File: config.mk
export PLATFORM = sky130hd
export DESIGN_NAME = quoted_string_unescaper
export DESIGN_NICKNAME = d
export VERILOG_FILES = /design/src/hw/rtl/qsu_pkg.sv /design/src/hw/rtl/quoted_string_unescaper.sv
export SDC_FILE = /design/constraint.sdc
export NUM_CORES = 1
export LEC_CHECK = 0
export ABC_AREA = 0
export BUFFER_PORTS_ARGS = -buffer_cell sky130_fd_sc_hd__buf_2
export CORE_MARGIN = 3
export CORE_UTILIZATION = 61
export DETAILED_ROUTE_END_ITERATION = 8
export MAX_ROUTING_LAYER = met4
export PLACE_DENSITY = 0.92
export REMOVE_ABC_BUFFERS = 1
export SLEW_MARGIN = 20
export SYNTH_ARGS = -nofsm -noshare
export SYNTH_HDL_FRONTEND = slang
export SYNTH_SLANG_ARGS = --single-unit
File: constraint.sdc
create_clock -name clk_i -period 5.85 [get_ports clk_i]
set_input_delay 0.2925 -clock clk_i [delete_from_list [all_inputs] [get_ports clk_i]]
set_output_delay 0.2925 -clock clk_i [all_outputs]
set_load 0.01 [all_outputs]
File: src/hw/rtl/qsu_pkg.sv
package qsu_pkg;

  // Kinds of result item.
  localparam logic [1:0] KIND_DATA   = 2'd0;
  localparam logic [1:0] KIND_CLOSED = 2'd1;
  localparam logic [1:0] KIND_EOS    = 2'd2;
  localparam logic [1:0] KIND_BREAK  = 2'd3;

  typedef struct packed {
    logic [7:0] in_byte;
    logic       in_end;
  } in_item_t;

  typedef struct packed {
    logic [7:0]  out_byte;
    logic [1:0]  out_kind;
    logic [15:0] line_count;
    logic        last;
  } out_item_t;

endpackage

File: src/hw/rtl/quoted_string_unescaper.sv
// Quoted-string unescaper. Each accepted byte is held in an input register and decoded
// combinationally into up to three result items, which leave one per cycle through the
// output register while out_stall_i is low. A byte with zero or one result is released once
// its result, if any, is loaded, so the block sustains one byte per cycle while unstalled; a
// byte with more results (an unknown escape, a cut-short \x or octal escape, or an end-of-stream
// transfer that flushes a pending escape) holds the input until its final result is loaded, as
// the single output register sets the pace. quote_char may only be written while the block is
// idle; writes are always taken. Zero in quote_char selects whitespace-delimited tokens.
module quoted_string_unescaper #(
  parameter int COUNT_BITS = 16
) (
  input  logic                clk_i,
  input  logic                rst_ni,
  input  logic                cfg_valid_i,
  output logic                cfg_ready_o,
  input  logic [7:0]          cfg_data_i,
  input  logic                in_valid_i,
  output logic                in_stall_o,
  input  qsu_pkg::in_item_t   in_data_i,
  output logic                out_valid_o,
  input  logic                out_stall_i,
  output qsu_pkg::out_item_t  out_data_o
);

  localparam logic [3:0] PhIdle    = 4'd0;
  localparam logic [3:0] PhBody    = 4'd1;
  localparam logic [3:0] PhEsc     = 4'd2;
  localparam logic [3:0] PhHex0    = 4'd3;
  localparam logic [3:0] PhHex1    = 4'd4;
  localparam logic [3:0] PhOct1    = 4'd5;
  localparam logic [3:0] PhOct2    = 4'd6;
  localparam logic [3:0] PhEscCr   = 4'd7;
  localparam logic [3:0] PhAfterCr = 4'd8;

  localparam logic [7:0] ChBsl = 8'h5C;
  localparam logic [7:0] ChCr  = 8'h0D;
  localparam logic [7:0] ChLf  = 8'h0A;
  localparam logic [7:0] ChX   = 8'h78;
  localparam logic [7:0] ChN   = 8'h6E;
  localparam logic [7:0] ChR   = 8'h72;
  localparam logic [7:0] ChSp  = 8'h20;

  localparam int WideBits = (COUNT_BITS > 16) ? COUNT_BITS : 16;

  typedef struct packed {
    logic               has;
    qsu_pkg::out_item_t res;
    logic [3:0]         ph;
    logic               fin;
  } body_t;

  function automatic logic [15:0] clamp_cnt(logic [COUNT_BITS-1:0] v);
    logic [WideBits-1:0] w;
    w = WideBits'(v);
    if (w > WideBits'(16'hFFFF)) begin
      return 16'hFFFF;
    end
    return w[15:0];
  endfunction

  function automatic logic [COUNT_BITS-1:0] count_inc(logic [COUNT_BITS-1:0] v);
    return (v == {COUNT_BITS{1'b1}}) ? v : v + COUNT_BITS'(1);
  endfunction

  function automatic logic is_hex(logic [7:0] c);
    return (c >= 8'h30 && c <= 8'h39) || (c >= 8'h61 && c <= 8'h66) ||
           (c >= 8'h41 && c <= 8'h46);
  endfunction

  function automatic logic [3:0] hex_val(logic [7:0] c);
    logic [7:0] v;
    if (c <= 8'h39) begin
      v = c - 8'h30;
    end else if (c >= 8'h61) begin
      v = c - 8'h57;
    end else begin
      v = c - 8'h37;
    end
    return v[3:0];
  endfunction

  function automatic logic is_oct(logic [7:0] c);
    return c >= 8'h30 && c <= 8'h37;
  endfunction

  function automatic logic is_ws(logic [7:0] c);
    return c == ChSp || (c >= 8'h09 && c <= 8'h0D);
  endfunction

  function automatic qsu_pkg::out_item_t mk_data(logic [7:0] b);
    qsu_pkg::out_item_t r;
    r = '0;
    r.out_byte = b;
    r.out_kind = qsu_pkg::KIND_DATA;
    return r;
  endfunction

  function automatic qsu_pkg::out_item_t mk_end(logic [1:0] kind, logic [15:0] cnt);
    qsu_pkg::out_item_t r;
    r = '0;
    r.out_kind   = kind;
    r.line_count = cnt;
    return r;
  endfunction

  logic [7:0]            quote_q;
  logic                  in_valid_q;
  qsu_pkg::in_item_t     in_q;
  logic                  out_valid_q;
  qsu_pkg::out_item_t    out_q;
  logic [1:0]            idx_q;
  logic [3:0]            phase_q, phase_d;
  logic [3:0]            hex_q, hex_d;
  logic [7:0]            oct_q, oct_d;
  logic [COUNT_BITS-1:0] lines_q, lines_d;

  qsu_pkg::out_item_t    res_a [3];
  qsu_pkg::out_item_t    res_cur;
  logic [1:0]            res_n;
  body_t                 bd;
  logic [7:0]            c;
  logic [7:0]            oct_acc;
  logic                  can_load, step, load, commit;

  assign c       = in_q.in_byte;
  assign oct_acc = {oct_q[4:0], 3'b000} + {5'b0, c[2:0]};

  // Handling of an ordinary byte inside a quoted string.
  always_comb begin
    bd.has = 1'b0;
    bd.res = '0;
    bd.ph  = PhBody;
    bd.fin = 1'b0;
    if (c == quote_q) begin
      bd.has = 1'b1;
      bd.res = mk_end(qsu_pkg::KIND_CLOSED, clamp_cnt(lines_q));
      bd.ph  = PhIdle;
      bd.fin = 1'b1;
    end else if (c == ChBsl) begin
      bd.ph = PhEsc;
    end else if (c == ChCr || c == ChLf) begin
      bd.has = 1'b1;
      bd.res = mk_end(qsu_pkg::KIND_BREAK, clamp_cnt(count_inc(lines_q)));
      bd.ph  = (c == ChCr) ? PhAfterCr : PhIdle;
      bd.fin = 1'b1;
    end else begin
      bd.has = 1'b1;
      bd.res = mk_data(c);
    end
  end

  always_comb begin
    res_a[0] = '0;
    res_a[1] = '0;
    res_a[2] = '0;
    res_n    = 2'd0;
    phase_d  = phase_q;
    hex_d    = hex_q;
    oct_d    = oct_q;
    lines_d  = lines_q;
    if (quote_q == 8'h00) begin
      if (in_q.in_end) begin
        res_a[0] = mk_end(qsu_pkg::KIND_EOS, 16'h0);
        res_n    = 2'd1;
        phase_d  = PhIdle;
        hex_d    = '0;
        oct_d    = '0;
        lines_d  = '0;
      end else if (phase_q == PhIdle || phase_q == PhAfterCr) begin
        if (is_ws(c)) begin
          phase_d = PhIdle;
        end else begin
          res_a[0] = mk_data(c);
          res_n    = 2'd1;
          phase_d  = PhBody;
        end
      end else if (is_ws(c)) begin
        res_a[0] = mk_end(qsu_pkg::KIND_CLOSED, 16'h0);
        res_n    = 2'd1;
        phase_d  = PhIdle;
        hex_d    = '0;
        oct_d    = '0;
        lines_d  = '0;
      end else begin
        res_a[0] = mk_data(c);
        res_n    = 2'd1;
        phase_d  = PhBody;
      end
    end else if (in_q.in_end) begin
      // A pending escape is flushed ahead of the end-of-stream item.
      unique case (phase_q) inside
        PhEsc: begin
          res_a[0] = mk_data(ChBsl);
          res_a[1] = mk_end(qsu_pkg::KIND_EOS, clamp_cnt(lines_q));
          res_n    = 2'd2;
        end
        PhHex0: begin
          res_a[0] = mk_data(ChBsl);
          res_a[1] = mk_data(ChX);
          res_a[2] = mk_end(qsu_pkg::KIND_EOS, clamp_cnt(lines_q));
          res_n    = 2'd3;
        end
        PhHex1: begin
          res_a[0] = mk_data({4'h0, hex_q});
          res_a[1] = mk_end(qsu_pkg::KIND_EOS, clamp_cnt(lines_q));
          res_n    = 2'd2;
        end
        PhOct1, PhOct2: begin
          res_a[0] = mk_data(oct_q);
          res_a[1] = mk_end(qsu_pkg::KIND_EOS, clamp_cnt(lines_q));
          res_n    = 2'd2;
        end
        default: begin
          res_a[0] = mk_end(qsu_pkg::KIND_EOS, clamp_cnt(lines_q));
          res_n    = 2'd1;
        end
      endcase
      phase_d = PhIdle;
      hex_d   = '0;
      oct_d   = '0;
      lines_d = '0;
    end else begin
      unique case (phase_q) inside
        PhBody: begin
          res_a[0] = bd.res;
          res_n    = {1'b0, bd.has};
          phase_d  = bd.ph;
          if (bd.fin) begin
            lines_d = '0;
          end
        end
        PhEsc: begin
          phase_d = PhBody;
          if (c == ChBsl || c == quote_q) begin
            res_a[0] = mk_data(c);
            res_n    = 2'd1;
          end else if (c == ChX) begin
            phase_d = PhHex0;
          end else if (is_oct(c)) begin
            oct_d   = {5'b0, c[2:0]};
            phase_d = PhOct1;
          end else if (c == ChN) begin
            res_a[0] = mk_data(ChLf);
            res_n    = 2'd1;
          end else if (c == ChR) begin
            res_a[0] = mk_data(ChCr);
            res_n    = 2'd1;
          end else if (c == ChCr) begin
            lines_d = count_inc(lines_q);
            phase_d = PhEscCr;
          end else if (c == ChLf) begin
            lines_d = count_inc(lines_q);
          end else begin
            res_a[0] = mk_data(ChBsl);
            res_a[1] = mk_data(c);
            res_n    = 2'd2;
          end
        end
        PhHex0: begin
          if (is_hex(c)) begin
            hex_d   = hex_val(c);
            phase_d = PhHex1;
          end else begin
            res_a[0] = mk_data(ChBsl);
            res_a[1] = mk_data(ChX);
            res_a[2] = bd.res;
            res_n    = bd.has ? 2'd3 : 2'd2;
            phase_d  = bd.ph;
            if (bd.fin) begin
              lines_d = '0;
            end
          end
        end
        PhHex1: begin
          hex_d = '0;
          if (is_hex(c)) begin
            res_a[0] = mk_data({hex_q, hex_val(c)});
            res_n    = 2'd1;
            phase_d  = PhBody;
          end else begin
            res_a[0] = mk_data({4'h0, hex_q});
            res_a[1] = bd.res;
            res_n    = bd.has ? 2'd2 : 2'd1;
            phase_d  = bd.ph;
            if (bd.fin) begin
              lines_d = '0;
            end
          end
        end
        PhOct1, PhOct2: begin
          if (is_oct(c)) begin
            if (phase_q == PhOct2) begin
              res_a[0] = mk_data(oct_acc);
              res_n    = 2'd1;
              oct_d    = '0;
              phase_d  = PhBody;
            end else begin
              oct_d   = oct_acc;
              phase_d = PhOct2;
            end
          end else begin
            res_a[0] = mk_data(oct_q);
            res_a[1] = bd.res;
            res_n    = bd.has ? 2'd2 : 2'd1;
            oct_d    = '0;
            phase_d  = bd.ph;
            if (bd.fin) begin
              lines_d = '0;
            end
          end
        end
        PhEscCr: begin
          if (c == ChLf) begin
            phase_d = PhBody;
          end else begin
            res_a[0] = bd.res;
            res_n    = {1'b0, bd.has};
            phase_d  = bd.ph;
            if (bd.fin) begin
              lines_d = '0;
            end
          end
        end
        PhAfterCr: begin
          // A LF right after an unmasked CR is swallowed; any other byte opens a string.
          phase_d = (c == ChLf) ? PhIdle : PhBody;
        end
        default: begin
          phase_d = PhBody;
        end
      endcase
    end
  end

  // The result that leaves next, marked when it is the item's final one.
  always_comb begin
    res_cur      = res_a[idx_q];
    res_cur.last = (idx_q == res_n - 2'd1);
  end

  assign can_load = !out_valid_q || !out_stall_i;
  assign step     = in_valid_q && (res_n == 2'd0 || can_load);
  assign load     = step && (res_n != 2'd0);
  assign commit   = step && (res_n == 2'd0 || idx_q == res_n - 2'd1);

  assign in_stall_o  = in_valid_q && !commit;
  assign cfg_ready_o = 1'b1;
  assign out_valid_o = out_valid_q;
  assign out_data_o  = out_q;

  always_ff @(posedge clk_i or negedge rst_ni) begin
    if (!rst_ni) begin
      quote_q     <= 8'd34;
      in_valid_q  <= 1'b0;
      out_valid_q <= 1'b0;
      idx_q       <= 2'd0;
      phase_q     <= PhIdle;
      hex_q       <= '0;
      oct_q       <= '0;
      lines_q     <= '0;
    end else begin
      if (cfg_valid_i) begin
        quote_q <= cfg_data_i;
      end
      if (!in_valid_q || commit) begin
        in_valid_q <= in_valid_i;
      end
      if (load) begin
        out_valid_q <= 1'b1;
      end else if (!out_stall_i) begin
        out_valid_q <= 1'b0;
      end
      if (commit) begin
        idx_q   <= 2'd0;
        phase_q <= phase_d;
        hex_q   <= hex_d;
        oct_q   <= oct_d;
        lines_q <= lines_d;
      end else if (load) begin
        idx_q <= idx_q + 2'd1;
      end
    end
  end

  always_ff @(posedge clk_i) begin
    if ((!in_valid_q || commit) && in_valid_i) begin
      in_q <= in_data_i;
    end
    if (load) begin
      out_q <= res_cur;
    end
  end

  // The sequencer only ever points inside the current item's result list.
  assert property (@(posedge clk_i) disable iff (!rst_ni)
    (in_valid_q && res_n != 2'd0) |-> (idx_q < res_n))
    else $error("result index beyond the item's result count");

  assert property (@(posedge clk_i) disable iff (!rst_ni)
    (idx_q != 2'd0) |-> in_valid_q)
    else $error("result index advanced without a held input item");

  // Until its final result leaves, the item stays in the input register.
  assert property (@(posedge clk_i) disable iff (!rst_ni)
    (out_valid_q && !out_stall_i && !out_q.last) |-> in_valid_q)
    else $error("non-final result transferred after its input was released");

  assert property (@(posedge clk_i) disable iff (!rst_ni)
    (out_valid_q && out_q.out_kind == qsu_pkg::KIND_DATA) |-> (out_q.line_count == 16'h0))
    else $error("data result carries a line count");

endmodule
* Word level (Yosys, flattened, before mapping) *
Index checks and enable logic that the tools add are counted.

word-level totals
  flip-flop bits (word level) = 80
  output and inout bits = 30
  logic and storage cells = 256

cells by class
  $add $sub $neg = 7
  $lt $le $gt $ge = 12
  eq/ne operators = 32
  mux-type cells = 150
  bitwise operators = 1
  reduce and logical (&&, ||, !) cells = 40

operator list
  operator                                        number
  2-to-1 mux 27 bit                               19
  2-to-1 mux 16 bit                               26
  2-to-1 mux 54 bit                               3
  case mux 27 bit (6 select lines)                1
  case mux 27 bit (4 select lines)                1
  2-to-1 mux 53 bit                               2
  case mux 26 bit (4 select lines)                1
  2-to-1 mux 81 bit                               1
  case mux 27 bit (3 select lines)                1
  2-to-1 mux 8 bit                                10
  2-to-1 mux 80 bit                               1
  case mux 16 bit (5 select lines)                1
  2-to-1 mux 4 bit                                16
  binary-select mux 27 bit (select 2 bit)         1
  2-to-1 mux 26 bit                               2
  2-to-1 mux 1 bit                                33
  2-to-1 mux 33 bit                               1
  == test 8 x 7 -> 1 bit (second input constant)  4
  > comparator 16 bit (second input constant)     2
  != test 4 bit (second input constant)           8
  2-to-1 mux 2 bit                                15
  2-to-1 mux 28 bit                               1
  case mux 4 bit (7 select lines)                 1
  2-to-1 mux 3 bit                                7
  49 further kinds                                84

* Logic depth before layout (Yosys ltp) *
Gate-level depths: netlist (run 1).

  word-level depth = 22
  gate-level depth with buffers = 16
  gate-level depth less buffers = 13

* Worst setup path before layout (run 1) *
OpenSTA, ideal clock, no wires.

  kind = register -> register
  start = register in_q, in the netlist c[1]
  end = register out_q, in the netlist out_data_o[0], enable pin
  library setup time = 0.411 ns
  arrival time = 3.825 ns
  slack = 1.614 ns
  stages on the path, launching flop included = 13
  path buffers = 1
  period minus slack after synthesis = 4.236 ns
  cell sequence = edfxtp_1 > inv_1 > ha_1 > nor2_1 > a211oi_1 > a21oi_1 > a21oi_1 > clkbuf_1 > a21oi_1 > o311ai_0 > ha_1 > o21ai_1 > nor2_1

between the ends
  cells in the longest elaborated chain, start to end = 15

RTL lines
  item                             RTL line                                                        text
  from (decl)                      quoted_string_unescaper.sv:108                                  qsu_pkg::in_item_t in_q;
  from (signal assigned)           quoted_string_unescaper.sv:387                                  in_q <= in_data_i;
  == test 8 x 4 -> 1 bit           quoted_string_unescaper.sv:251, quoted_string_unescaper.sv:313
  2-to-1 mux 2 bit                 quoted_string_unescaper.sv:251                                  end else if (c == ChLf) begin
  2-to-1 mux 2 bit                 quoted_string_unescaper.sv:248                                  end else if (c == ChCr) begin
  2-to-1 mux 2 bit                 quoted_string_unescaper.sv:245                                  end else if (c == ChR) begin
  2-to-1 mux 2 bit                 quoted_string_unescaper.sv:242                                  end else if (c == ChN) begin
  2-to-1 mux 2 bit                 quoted_string_unescaper.sv:239                                  end else if (is_oct(c)) begin
  2-to-1 mux 2 bit                 quoted_string_unescaper.sv:237                                  end else if (c == ChX) begin
  2-to-1 mux 2 bit                 quoted_string_unescaper.sv:234                                  if (c == ChBsl || c == quote_q) begin
  case mux 2 bit (6 select lines)  quoted_string_unescaper.sv:223                                  unique case (phase_q) inside
  2-to-1 mux 2 bit                 quoted_string_unescaper.sv:189                                  end else if (in_q.in_end) begin
  2-to-1 mux 2 bit (*)             quoted_string_unescaper.sv:161                                  if (quote_q == 8'h00) begin
  zero test 2 bit                  quoted_string_unescaper.sv:342                                  assign step = in_valid_q && (res_n == 2'd0 || can_load);
  logical OR 1 bit                 quoted_string_unescaper.sv:342
  logical AND 1 bit                quoted_string_unescaper.sv:342
  logical AND 1 bit (*)            quoted_string_unescaper.sv:343                                  assign load = step && (res_n != 2'd0);
  named net load                   quoted_string_unescaper.sv:123                                  logic can_load, step, load, commit;
  to (signal assigned)             quoted_string_unescaper.sv:390                                  out_q <= res_cur;
  to (decl)                        quoted_string_unescaper.sv:110                                  qsu_pkg::out_item_t out_q;

Mark *: on every way through the listed nets, which the timed path passes. The rest lies on a longest branch.
A chain may end at the register's enable or synchronous reset.

* Final worst setup path (run 1) *
  start = register in_q, in the netlist c[0]
  end = output in_stall_o

between the ends
  cells in the longest elaborated chain, start to end = 17

RTL lines
  item                                                                 RTL line                                                        text
  == test 8 x 4 -> 1 bit                                               quoted_string_unescaper.sv:251, quoted_string_unescaper.sv:313
  2-to-1 mux 2 bit                                                     quoted_string_unescaper.sv:251
  2-to-1 mux 2 bit                                                     quoted_string_unescaper.sv:248
  2-to-1 mux 2 bit                                                     quoted_string_unescaper.sv:245
  2-to-1 mux 2 bit                                                     quoted_string_unescaper.sv:242
  2-to-1 mux 2 bit                                                     quoted_string_unescaper.sv:239
  2-to-1 mux 2 bit                                                     quoted_string_unescaper.sv:237
  2-to-1 mux 2 bit                                                     quoted_string_unescaper.sv:234
  case mux 2 bit (6 select lines)                                      quoted_string_unescaper.sv:223
  2-to-1 mux 2 bit                                                     quoted_string_unescaper.sv:189
  2-to-1 mux 2 bit (*)                                                 quoted_string_unescaper.sv:161
  subtractor 2 x 1 -> 2 bit / zero test 2 bit (equally long branches)  quoted_string_unescaper.sv:344, quoted_string_unescaper.sv:342
  == test 2 bit / logical OR 1 bit (equally long branches)             quoted_string_unescaper.sv:344, quoted_string_unescaper.sv:342
  logical OR 1 bit / logical AND 1 bit (equally long branches)         quoted_string_unescaper.sv:344, quoted_string_unescaper.sv:342
  logical AND 1 bit (*)                                                quoted_string_unescaper.sv:344                                  assign commit = step && (res_n == 2'd0 || idx_q == res_n - 2'd1);
  zero test 1 bit (*)                                                  quoted_string_unescaper.sv:346                                  assign in_stall_o = in_valid_q && !commit;
  logical AND 1 bit (*)                                                quoted_string_unescaper.sv:346
  to (decl)                                                            quoted_string_unescaper.sv:18                                   output logic in_stall_o,

Every way passes the cells marked *; elsewhere a longest branch is shown, timed or not.

==> metrics.md, run 1 <==
| Metric | Value |
|---|---|
| Most frequent cells in the layout | 83 x nand2_1, 74 x o21ai_0, 65 x nor2_1 |
| Top_reg_cell synth | dfrtp_1 |
| Worst-Skew Late Latency | ~380 ps |
| Clk buf depth | 2 |
| FP Rows | 36 |
| Final setup fails | 0 |
| Final Skew | ~14 ps |
| DRC | 1 |
| Netlist cell types | between 80 and 90 |
| Seq pwr share | approximately 37% |
| Synth area leaders | edfxtp_1 18%, dfrtp_1 17%, o21ai_0 6.0% |
| Failing checks | design-rule violations |
| Initial antenna violation count | 1 |
| Post-Syn Area per Cell | roughly 8.2 um^2 |
| Routed WL per cell | 23.1 um |
| Core Footprint | approximately 10000 um^2 |
| Crit path required time | approximately 5600 ps |
| # H-tree levels | 3 |
| Synthesized cell area | 6150 um^2 |
| Slew Viols, Final | 0 |
| Via-per-instance ratio | between 7 and 8 |
| Post-synth top area cell | edfxtp_1 |
| Largest fanout on the critical path | 13 |
| Area share of the leading cell type in the synthesized netlist | 17.6% |
| Setup crit start kind | register |
| Global-route wire length before repair | between 30,000 and 40,000 um |
| #FFs+latches synth | 80 |
| Yosys warns | 0 |
| Logic pwr share | 44.1% |
| Root Driver | clkbuf_8 |
| Leakage dissipation | around 0.0026 uW |
| TritonCTS buffer count | 9 |
| Crit path capture type | output pin |
| RSZ-0062 raised after global routing | false |
| Aggregate global-route resource usage | approximately two fifths |
| Net Sw Frac | 44.0% |
| Period utilisation layout | 89.3% |
| Crit path DAT | between 4000 and 5000 ps |
| Post-CTS Setup Bufs | 0 |
| Final instance area | 6770 um^2 |
| Fillers | approximately 790 |
| Hpwl dp | about 15,000 um |
| GP Congestion | around 1.1 |
| Max Freq | around 190 MHz |
| Most common cell after layout, fill and taps aside | nand2_1 |
| Total grt overflow | 0 |
| Port Buffers | 50 |
| DP Area | approximately 6500 um^2 |
| Final WL | 21,300 um |
| CTS tree | yes |
| I/O Pins | 52 |
| Die height | about 110 um |
| Slew headroom | between 20% and 30% |
| Transition time of the tightest slew-check pin | 1050 ps |
| Hold Crit Class | input pin to register |
| Largest net degree at the start of global routing | 45 |
| Post-synth ARST share | between 50% and 60% |
| Synthesized instance count | 747 |
| DR pass1 iterations | 8 |
| Final Hold Fails | 0 |
| PD cells | ~370 nW/um^2 |
| Initial core utilization | a little over three fifths |
| Setup TNS | 0 ps |
| Max cap viols | 0 |
| Pint | ~1400 uW |
| Vias in the first global route | 6,139 |
| DR vias | 6,548 |
| Min Tclk post-route | approximately 5200 ps |
| EDFF count, synth | 36 |
| Worst Setup Path Type | register to output pin |
| Clock power frac | 18.9% |
| Max VDD drop | around 0.00037 V |
| Die width | between 100 and 150 um |
| P&R area growth vs syn | 10.0% |
| Post-synthesis sequential area ratio | a little over a third |
| Layout cells sized above 1 | between 10% and 20% |
| Full die area | approximately 11,000 um^2 |
| Nets | 811 |
| Switching pwr | approximately 1100 uW |
| DR iter-0 viols | 1,091 |
| Clock slew at the register clock pins of the worst setup and hold paths | around 80 ps |
| Final ANT Viol Nets | 0 |
| Status | finished with violations |
| CTS sink cnt | 80 |
==> critical path, stage by stage, from the launching register on <==
cell and delay [ps]:
edfxtp_1 530, inv_1 180, ha_1 320, o21bai_1 230, a21oi_1 130, a211oi_1 780
o22ai_1 230, a41oi_2 230, inv_1 70, ha_1 270, o21ai_1 490, o31a_1 690
and2_1 280, buf_2 150
==> layer usage <==
metal	global-route usage [%]	wire [um]	vias up
li1	-	-	2896
met1	54.6	8490	3006
met2	56.0	9030	559
met3	10.4	3030	87
met4	13.9	711	0
met5	-	0	-
==> synth_stat cells, types with 5 or more instances <==
library cell / instances
a211oi_1: 15
a21o_1: 8
a21oi_1: 45
a22oi_1: 9
a31oi_1: 13
and2_1: 7
and3_1: 16
buf_2: 7
clkbuf_1: 35
dfrtp_1: 42
edfxtp_1: 36
ha_1: 6
inv_1: 19
mux2_2: 18
mux2i_1: 8
nand2_1: 83
nand2b_1: 10
nand3_1: 19
nand4_1: 7
nor2_1: 66
nor2b_1: 11
nor3_1: 24
nor4_1: 12
o211ai_1: 8
o21a_1: 5
o21ai_0: 74
o22ai_1: 16
o31ai_1: 8
or2_2: 5
or3_1: 6
xnor2_1: 10
xor2_1: 8
==> logic make-up (layout without fill, tap and decap cells) <==
logic type	after synthesis	after routing	share of synthesized area [%]
AO/OA/AOI/OAI	257	257	27.5
XOR/XNOR	18	18	2.56
multiplexers	26	26	4.60
other	1	2	0.0610
buffers and inverters	66	107	4.41
flip-flops	80	80	35.5
AND/OR/NAND/NOR	293	293	24.1
adder cells (fa/ha/maj)	6	6	1.22
==> final timing paths <==
path,depth (start not counted),to,from,slack [ps]
worst max-delay path,13,in_stall_o,c[0]$_DFFE_PP_,630
worst min-delay path,1,c[2]$_DFFE_PP_,in_data_i[3],100
worst max register to register,15,hex_q[3]$_DFFE_PN0P_,c[1]$_DFFE_PP_,930
worst min register to register,2,out_valid_o$_DFFE_PN0P_,out_valid_o$_DFFE_PN0P_,530
max in group asynchronous,2,phase_q[1]$_DFFE_PN0P_,rst_ni,4920
min in group asynchronous,2,oct_q[7]$_DFFE_PN0P_,rst_ni,490
==> per-stage QoR <==
stage	total power (uW)	setup slack [ps]	hold slack, ps	std cells	util (%)
6_report	2510	626	96.0	922	69.2
3_3_place_gp	1980	1320	469	904	66.8
2_1_floorplan	1570	1370	-3.09	700	-
3_5_place_dp	2010	1110	471	904	66.8
5_1_grt	2620	312	84.5	922	69.2
4_1_cts	2470	756	90.0	920	69.1
==> power by group through the flow <==
stage          clock [uW]  combinational (uW)  sequential (uW)
6_report              476                1110              929
4_1_cts               475                1080              922
5_1_grt               496                1180              948
2_1_floorplan           0                 613              959
3_3_place_gp            0                1050              928
3_5_place_dp            0                1070              932
==> what timing repair did <==
item / in CTS / in global routing
hold buffers: 0 / 1
gates resized for setup: 0 / 0
hold endpoints to repair: 0 / 42
==> layout make-up <==
type | instances | area, um^2 | share of cell area, %
flip-flops and latches | 80 | 2180 | 32.3
multi-input cells | 601 | 3700 | 54.6
diodes | 1 | 2.50 | 0.0370
clock inverters | 3 | 65.1 | 0.961
clock buffers | 13 | 160 | 2.37
inverters | 19 | 71.3 | 1.05
well taps | 133 | 166 | 2.46
repair buffers | 72 | 420 | 6.21
==> state kept, by name (all words and copies together) (netlist names) <==
name and cells:
out_data_o 27, lines_q 16, c 8, oct_q 8, quote_q 8, hex_q 4, phase_q 4, idx_q 2
in_q 1, in_valid_q 1, out_valid_o 1
Note: power is estimated with default switching activity, not from simulation.
==> inputs of run 2 (changes only) <==
--- a/config.mk
+++ b/config.mk
@@ -10,6 +10,6 @@
 export CORE_MARGIN = 3
-export CORE_UTILIZATION = 61
+export CORE_UTILIZATION = 55
 export DETAILED_ROUTE_END_ITERATION = 8
 export MAX_ROUTING_LAYER = met4
-export PLACE_DENSITY = 0.92
+export PLACE_DENSITY = 0.85
 export REMOVE_ABC_BUFFERS = 1
==> constraint.sdc (replaced) <==
create_clock -name clk_i -period 6.5 [get_ports clk_i]
set_input_delay 1.3 -clock clk_i [delete_from_list [all_inputs] [get_ports clk_i]]
set_output_delay 1.3 -clock clk_i [all_outputs]
set_load 0.01 [all_outputs]
==> run 2 against run 1 <==
The run now ends clean. Routed wire length is 7.3% higher. Final cell count stayed put. Sequential share of layout area is 0.11 points higher. Worst setup slack worse by 110 ps. Core utilization is 5.6 points lower. Critical path type unchanged.
==> metrics.md, run 2 (same netlist as run 1, synthesis figures left out) <==
| Metric | Value |
|---|---|
| Post-CTS Setup Bufs | 0 (unchanged) |
| Post-CTS resize count | 0 (unchanged) |
| DR pass1 iterations | 6 (was 8) |
| Aggregate global-route resource usage | 37.1% (was 39.4%) |
| # H-tree levels | 3 (unchanged) |
| Max VDD drop | 0.000460 V (was 0.000367 V) |
| P&R area growth vs syn | 9.64% (was 10.0%) |
| Number of flip-flops in the largest register | 27 (unchanged) |
| Slew Viols, Final | 0 (unchanged) |
| Final Util | 63.6% (was 69.2%) |
| FP Rows | 37 (was 36) |
| Root Driver | clkbuf_8 (unchanged) |
| Final WL | 22,800 um (was 21,300 um) |
| Largest net degree at the start of global routing | 45 (unchanged) |
| Most common cell after layout, fill and taps aside | nand2_1 (unchanged) |
| Routed WL per cell | 24.7 um (was 23.1 um) |
| Clock slew at the register clock pins of the worst setup and hold paths | 80 ps (about the same) |
| Total grt overflow | 0 (unchanged) |
| DP Area | 6520 um^2 (was 6530 um^2) |
| Port Buffers | 50 (unchanged) |
| Max cap viols | 0 (unchanged) |
| Die width | 112 um (was 106 um) |
| Setup crit start kind | register (unchanged) |
| Crit path required time | 5200 ps (was 5560 ps) |
| Final Skew | 11.1 ps (was 14.3 ps) |
| Crit path capture type | output pin (unchanged) |
| Final Hold Slack | 525 ps (was 96.0 ps) |
| Worst-Skew Late Latency | 380 ps (about the same) |
| Antenna cell count | 0 (was 1) |
| Max Freq | approximately 170 MHz |
| CTS tree | yes (unchanged) |
| DR iter-0 viols | 1,091 (unchanged) |
| Hold Crit Class | register to register (was input pin to register) |
| Largest fanout on the critical path | 21 (was 13) |
| DRC | 0 (was 1) |
| Vias in the first global route | 6,209 (was 6,139) |
| Final Hold Fails | 0 (unchanged) |
| CTS sink cnt | 80 (unchanged) |
| Setup TNS | 0 ps (unchanged) |
| Via-per-instance ratio | 7.37 (was 7.10) |
| PD cells | 337 nW/um^2 (was 371 nW/um^2) |
| Layout cells sized above 1 | 15.8% (was 15.6%) |
| Hpwl dp | 16,500 um (was 15,500 um) |
| Leakage dissipation | 0.00261 uW (was 0.00262 uW) |
| DR vias | 6,794 (was 6,548) |
| Fillers | 906 (was 792) |
| Die height | 112 um (was 106 um) |
| Clk buf depth | 2 (unchanged) |
| CTS Hold Buffers Added | 0 (unchanged) |
| Core Footprint | 10,600 um^2 (was 9770 um^2) |
| GP Congestion | 1.03 (was 1.12) |
| Full die area | 12,500 um^2 (was 11,300 um^2) |
| Final setup fails | 0 (unchanged) |
| Crit path DAT | 4690 ps (was 4930 ps) |
| Total Power | 2270 uW (was 2510 uW) |
| Slew headroom | 29.8% (was 29.0%) |
| TritonCTS buffer count | 9 (unchanged) |
| Most frequent cells in the layout | 83 x nand2_1, 74 x o21ai_0, 65 x nor2_1 (unchanged) |
| Final instance area | 6740 um^2 (was 6770 um^2) |
| Initial antenna violation count | 0 (was 1) |
| RSZ-0062 raised after global routing | false (unchanged) |
| Final ANT Viol Nets | 0 (unchanged) |
| Min Tclk post-route | 5990 ps |
| Nets | 809 (was 811) |
| Transition time of the tightest slew-check pin | 1050 ps (about the same) |
| I/O Pins | 52 (unchanged) |
| Worst Setup Path Type | register to output pin (unchanged) |
| Period utilisation layout | a little over 90% |
| Global-route wire length before repair | 35,300 um (was 33,800 um) |
| Status | finished clean (was finished with violations) |
| Initial core utilization | 58.0% (was 62.9%) |
==> run 2: worst paths after layout <==
check	startpoint	to	slack [ps]	depth (start not counted)
max	c[2]$_DFFE_PP_	in_stall_o	510	13
min	oct_q[7]$_DFFE_PN0P_	oct_q[7]$_DFFE_PN0P_	530	1
max reg2reg	c[2]$_DFFE_PP_	lines_q[15]$_DFFE_PN0P_	1200	14
min reg2reg	oct_q[7]$_DFFE_PN0P_	oct_q[7]$_DFFE_PN0P_	530	1
max in group asynchronous	rst_ni	quote_q[4]$_DFFE_PN0P_	5150	1
min in group asynchronous	rst_ni	lines_q[0]$_DFFE_PN0P_	930	1
==> run 2: critical path, stage by stage, from the launching register on <==
cell and delay, ps:
edfxtp_1 780, xor2_1 160, nor4_1 460, nand2_1 100, buf_4 230, nand4_1 190, or2_2 160, nor2_1 60
o311ai_0 900, ha_1 400, o21ai_1 230, o31a_1 320, and2_1 190, buf_2 140
==> run 2: final cells by class <==
cell class                 instances  area, um^2  area share [%]
clock buffer                       9         124            1.84
multi-input combinational        601        3700            54.8
clock inverter                     7        93.8            1.39
timing repair buffer              70         403            5.97
sequential                        80        2180            32.4
tap                              136         170            2.52
inverter                          19        71.3            1.06
==> run 2: per-stage QoR <==
stage	instances	setup WS [ps]
floorplan	700	1420
global placement	906	1310
detailed placement	906	1160
CTS	922	732
global route	922	278
finish	922	511
==> run 2: power by group <==
part           internal (uW)  switching (uW)  total (uW)
clock network            216             199         415
logic                    328             690        1020
registers                699             140         840
==> run 2: metal layers <==
layer | up-vias | global-route usage (%) | wire, um
met1 | 3178 | 53.3 | 9260
met2 | 619 | 52.0 | 9450
met5 | - | - | 0
li1 | 2885 | - | -
met3 | 112 | 7.45 | 3210
met4 | 0 | 13.3 | 898
==> inputs of run 3 (changes only) <==
MAX_ROUTING_LAYER = not set   (was met4)
==> run 3 against run 2 <==
Routed wire length shrank 5.1%. Final cell count shrank 0.43%. Critical path depth is 1 higher. Maximum frequency increased by 3.9%. Sequential power hardly changed. Register-to-register slack gained 180 ps. Global-route usage decreased by 2.4 points. Clock power fell by 12%. Power decreased by 3.2%. Via count shrank 3.8%. Combinational power barely moved. Highest routed layer unchanged.
==> metrics.md, run 3 (same netlist as run 1, synthesis figures left out) <==
| Metric | Value |
|---|---|
| Slew Viols, Final | 0 (unchanged) |
| Slowest-stage cell, CP | o311ai_0 (unchanged) |
| Via-per-instance ratio | 7.12 (was 7.37) |
| Post-CTS Setup Bufs | 0 (unchanged) |
| Final Hold Fails | 0 (unchanged) |
| Worst-path cell chain | inv_1, ha_1, nor2_1, a211oi_1, a21oi_1, a21oi_1, buf_4, a21oi_1, o311ai_0, ha_1, o21ai_1, o31a_1, and2_1, buf_2 (was xor2_1, nor4_1, nand2_1, buf_4, nand4_1, or2_2, nor2_1, o311ai_0, ha_1, o21ai_1, o31a_1, and2_1, buf_2) |
| Number of flip-flops in the largest register | 27 (unchanged) |
| Slowest stage delay, CP | 690 ps (was 900 ps) |
| Clk buf depth | 2 (unchanged) |
| Min Tclk post-route | 5760 ps (was 5990 ps) |
| Worst-Skew Late Latency | 380 ps (about the same) |
| Total Power | 2200 uW (was 2270 uW) |
| Global-route wire length before repair | 34,200 um (was 35,300 um) |
| Final ANT Viol Nets | 0 (unchanged) |
| Transition time of the tightest slew-check pin | 955 ps (was 1050 ps) |
| Dpl cells | 902 (was 906) |
| Root Driver | clkbuf_8 (unchanged) |
| TritonCTS buffer count | 9 (unchanged) |
| Slew headroom | 35.4% (was 29.8%) |
| Die width | 112 um (unchanged) |
| Initial antenna violation count | 0 (unchanged) |
| Vias in the first global route | 6,187 (was 6,209) |
| Aggregate global-route resource usage | 34.7% (was 37.1%) |
| Full die area | 12,500 um^2 (unchanged) |
| CTS tree | yes (unchanged) |
| Setup crit start kind | register (unchanged) |
| FP Rows | 37 (unchanged) |
| Crit path required time | 5200 ps (about the same) |
| Nets | 805 (was 809) |
| Port Buffers | 50 (unchanged) |
| Cell family with most CP delay | compound AO/OA/AOI/OAI gates (unchanged) |
| RSZ-0062 raised after global routing | false (unchanged) |
| Max VDD drop | 0.000402 V (was 0.000460 V) |
| Routed WL per cell | 23.6 um (was 24.7 um) |
| Largest fanout on the critical path | 14 (was 21) |
| Setup TNS | 0 ps (unchanged) |
| Buf/Inv on CP | 3 (was 2) |
| Period utilisation layout | 88.7% (was 92.1%) |
| Largest net degree at the start of global routing | 45 (unchanged) |
| DR pass1 iterations | 7 (was 6) |
| Most frequent cells in the layout | 83 x nand2_1, 74 x o21ai_0, 65 x nor2_1 (unchanged) |
| CTS Hold Buffers Added | 0 (unchanged) |
| Leakage dissipation | 0.00258 uW (was 0.00261 uW) |
| Total grt overflow | 0 (unchanged) |
| Core Footprint | 10,600 um^2 (unchanged) |
| I/O Pins | 52 (unchanged) |
| Final Skew | 7.98 ps (was 11.1 ps) |
| Hold Crit Class | register to register (unchanged) |
| CTS sink cnt | 80 (unchanged) |
| Die height | 112 um (unchanged) |
| DR iter-0 viols | 1,098 (was 1,091) |
| Hpwl dp | 16,000 um (was 16,500 um) |
| P&R area growth vs syn | 8.69% (was 9.64%) |
| Final Util | 63.1% (was 63.6%) |
| Post-CTS resize count | 0 (unchanged) |
| Max Freq | 174 MHz (was 167 MHz) |
| DR vias | 6,534 (was 6,794) |
| Worst Setup Path Type | register to output pin (unchanged) |
| Crit path capture type | output pin (unchanged) |
| Most frequent CP cell | a21oi_1 |
| Crit path DAT | 4460 ps (was 4690 ps) |
| Clock slew at the register clock pins of the worst setup and hold paths | 80 ps (about the same) |
| Status | finished clean (unchanged) |
| GP Congestion | 1.02 (was 1.03) |
| Layout cells sized above 1 | 15.3% (was 15.8%) |
| Final WL | 21,600 um (was 22,800 um) |
| PD cells | 329 nW/um^2 (was 337 nW/um^2) |
| Fin cells | 918 (was 922) |
| Most common cell after layout, fill and taps aside | nand2_1 (unchanged) |
| Initial core utilization | 58.0% (unchanged) |
| Antenna cell count | 0 (unchanged) |
| DRC | 0 (unchanged) |
| Final Hold Slack | 526 ps (was 525 ps) |
| Max cap viols | 0 (unchanged) |
| Final setup fails | 0 (unchanged) |
| # H-tree levels | 3 (unchanged) |
run 3: layer usage:
metal / share of wire [%] / global-route usage [%] / vias up / routed length (um)
met5: 0 / 0 / - / 0
met4: 4.1 / 12.8 / 0 / 893
met3: 13 / 10.1 / 95 / 2880
met2: 42 / 50.4 / 516 / 9040
met1: 41 / 49.2 / 3030 / 8830
li1: - / - / 2893 / -
run 3: layout make-up:
cell class / count / area (um^2)
sequential: 80 / 2180
timing repair buffer: 66 / 373
inverter: 19 / 71.3
clock buffer: 10 / 128
clock inverter: 6 / 61.3
fill: 931 / 3920
multi-input combinational: 601 / 3700
tap: 136 / 170
run 3: final timing paths:
path / from / end / slack [ps] / cells past startpoint
max: c[1]$_DFFE_PP_ / in_stall_o / 740 / 14
min: oct_q[5]$_DFFE_PN0P_ / oct_q[5]$_DFFE_PN0P_ / 530 / 1
max reg2reg: c[1]$_DFFE_PP_ / lines_q[11]$_DFFE_PN0P_ / 1380 / 15
min reg2reg: oct_q[5]$_DFFE_PN0P_ / oct_q[5]$_DFFE_PN0P_ / 530 / 1
max in group asynchronous: rst_ni / oct_q[0]$_DFFE_PN0P_ / 5170 / 1
min in group asynchronous: rst_ni / lines_q[2]$_DFFE_PN0P_ / 920 / 1
run 3: where the power goes:
part           internal (uW)  total [uW]  switching (uW)
Sequential               700         838             138
Combinational            324         996             672
Clock                    176         366             190
Total                   1200        2200            1000
run 3: worst reg2reg max path: cells and delay by family (launching register included):
kind	cells	cell delay, ps
compound gates	7	2110
flops	1	550
simple gates	2	650
fa+ha+maj	2	660
buf+inv	3	600
mux	1	420
run 3: through the flow:
| stage | setup slack [ps] | instance area (um^2) |
|---|---|---|
| after detailed placement | 1340 | 6490 |
| after global routing | 491 | 6690 |
| final | 737 | 6690 |
| after CTS | 874 | 6680 |
| after floorplan | 1420 | 5950 |
| after global placement | 1400 | 6490 |
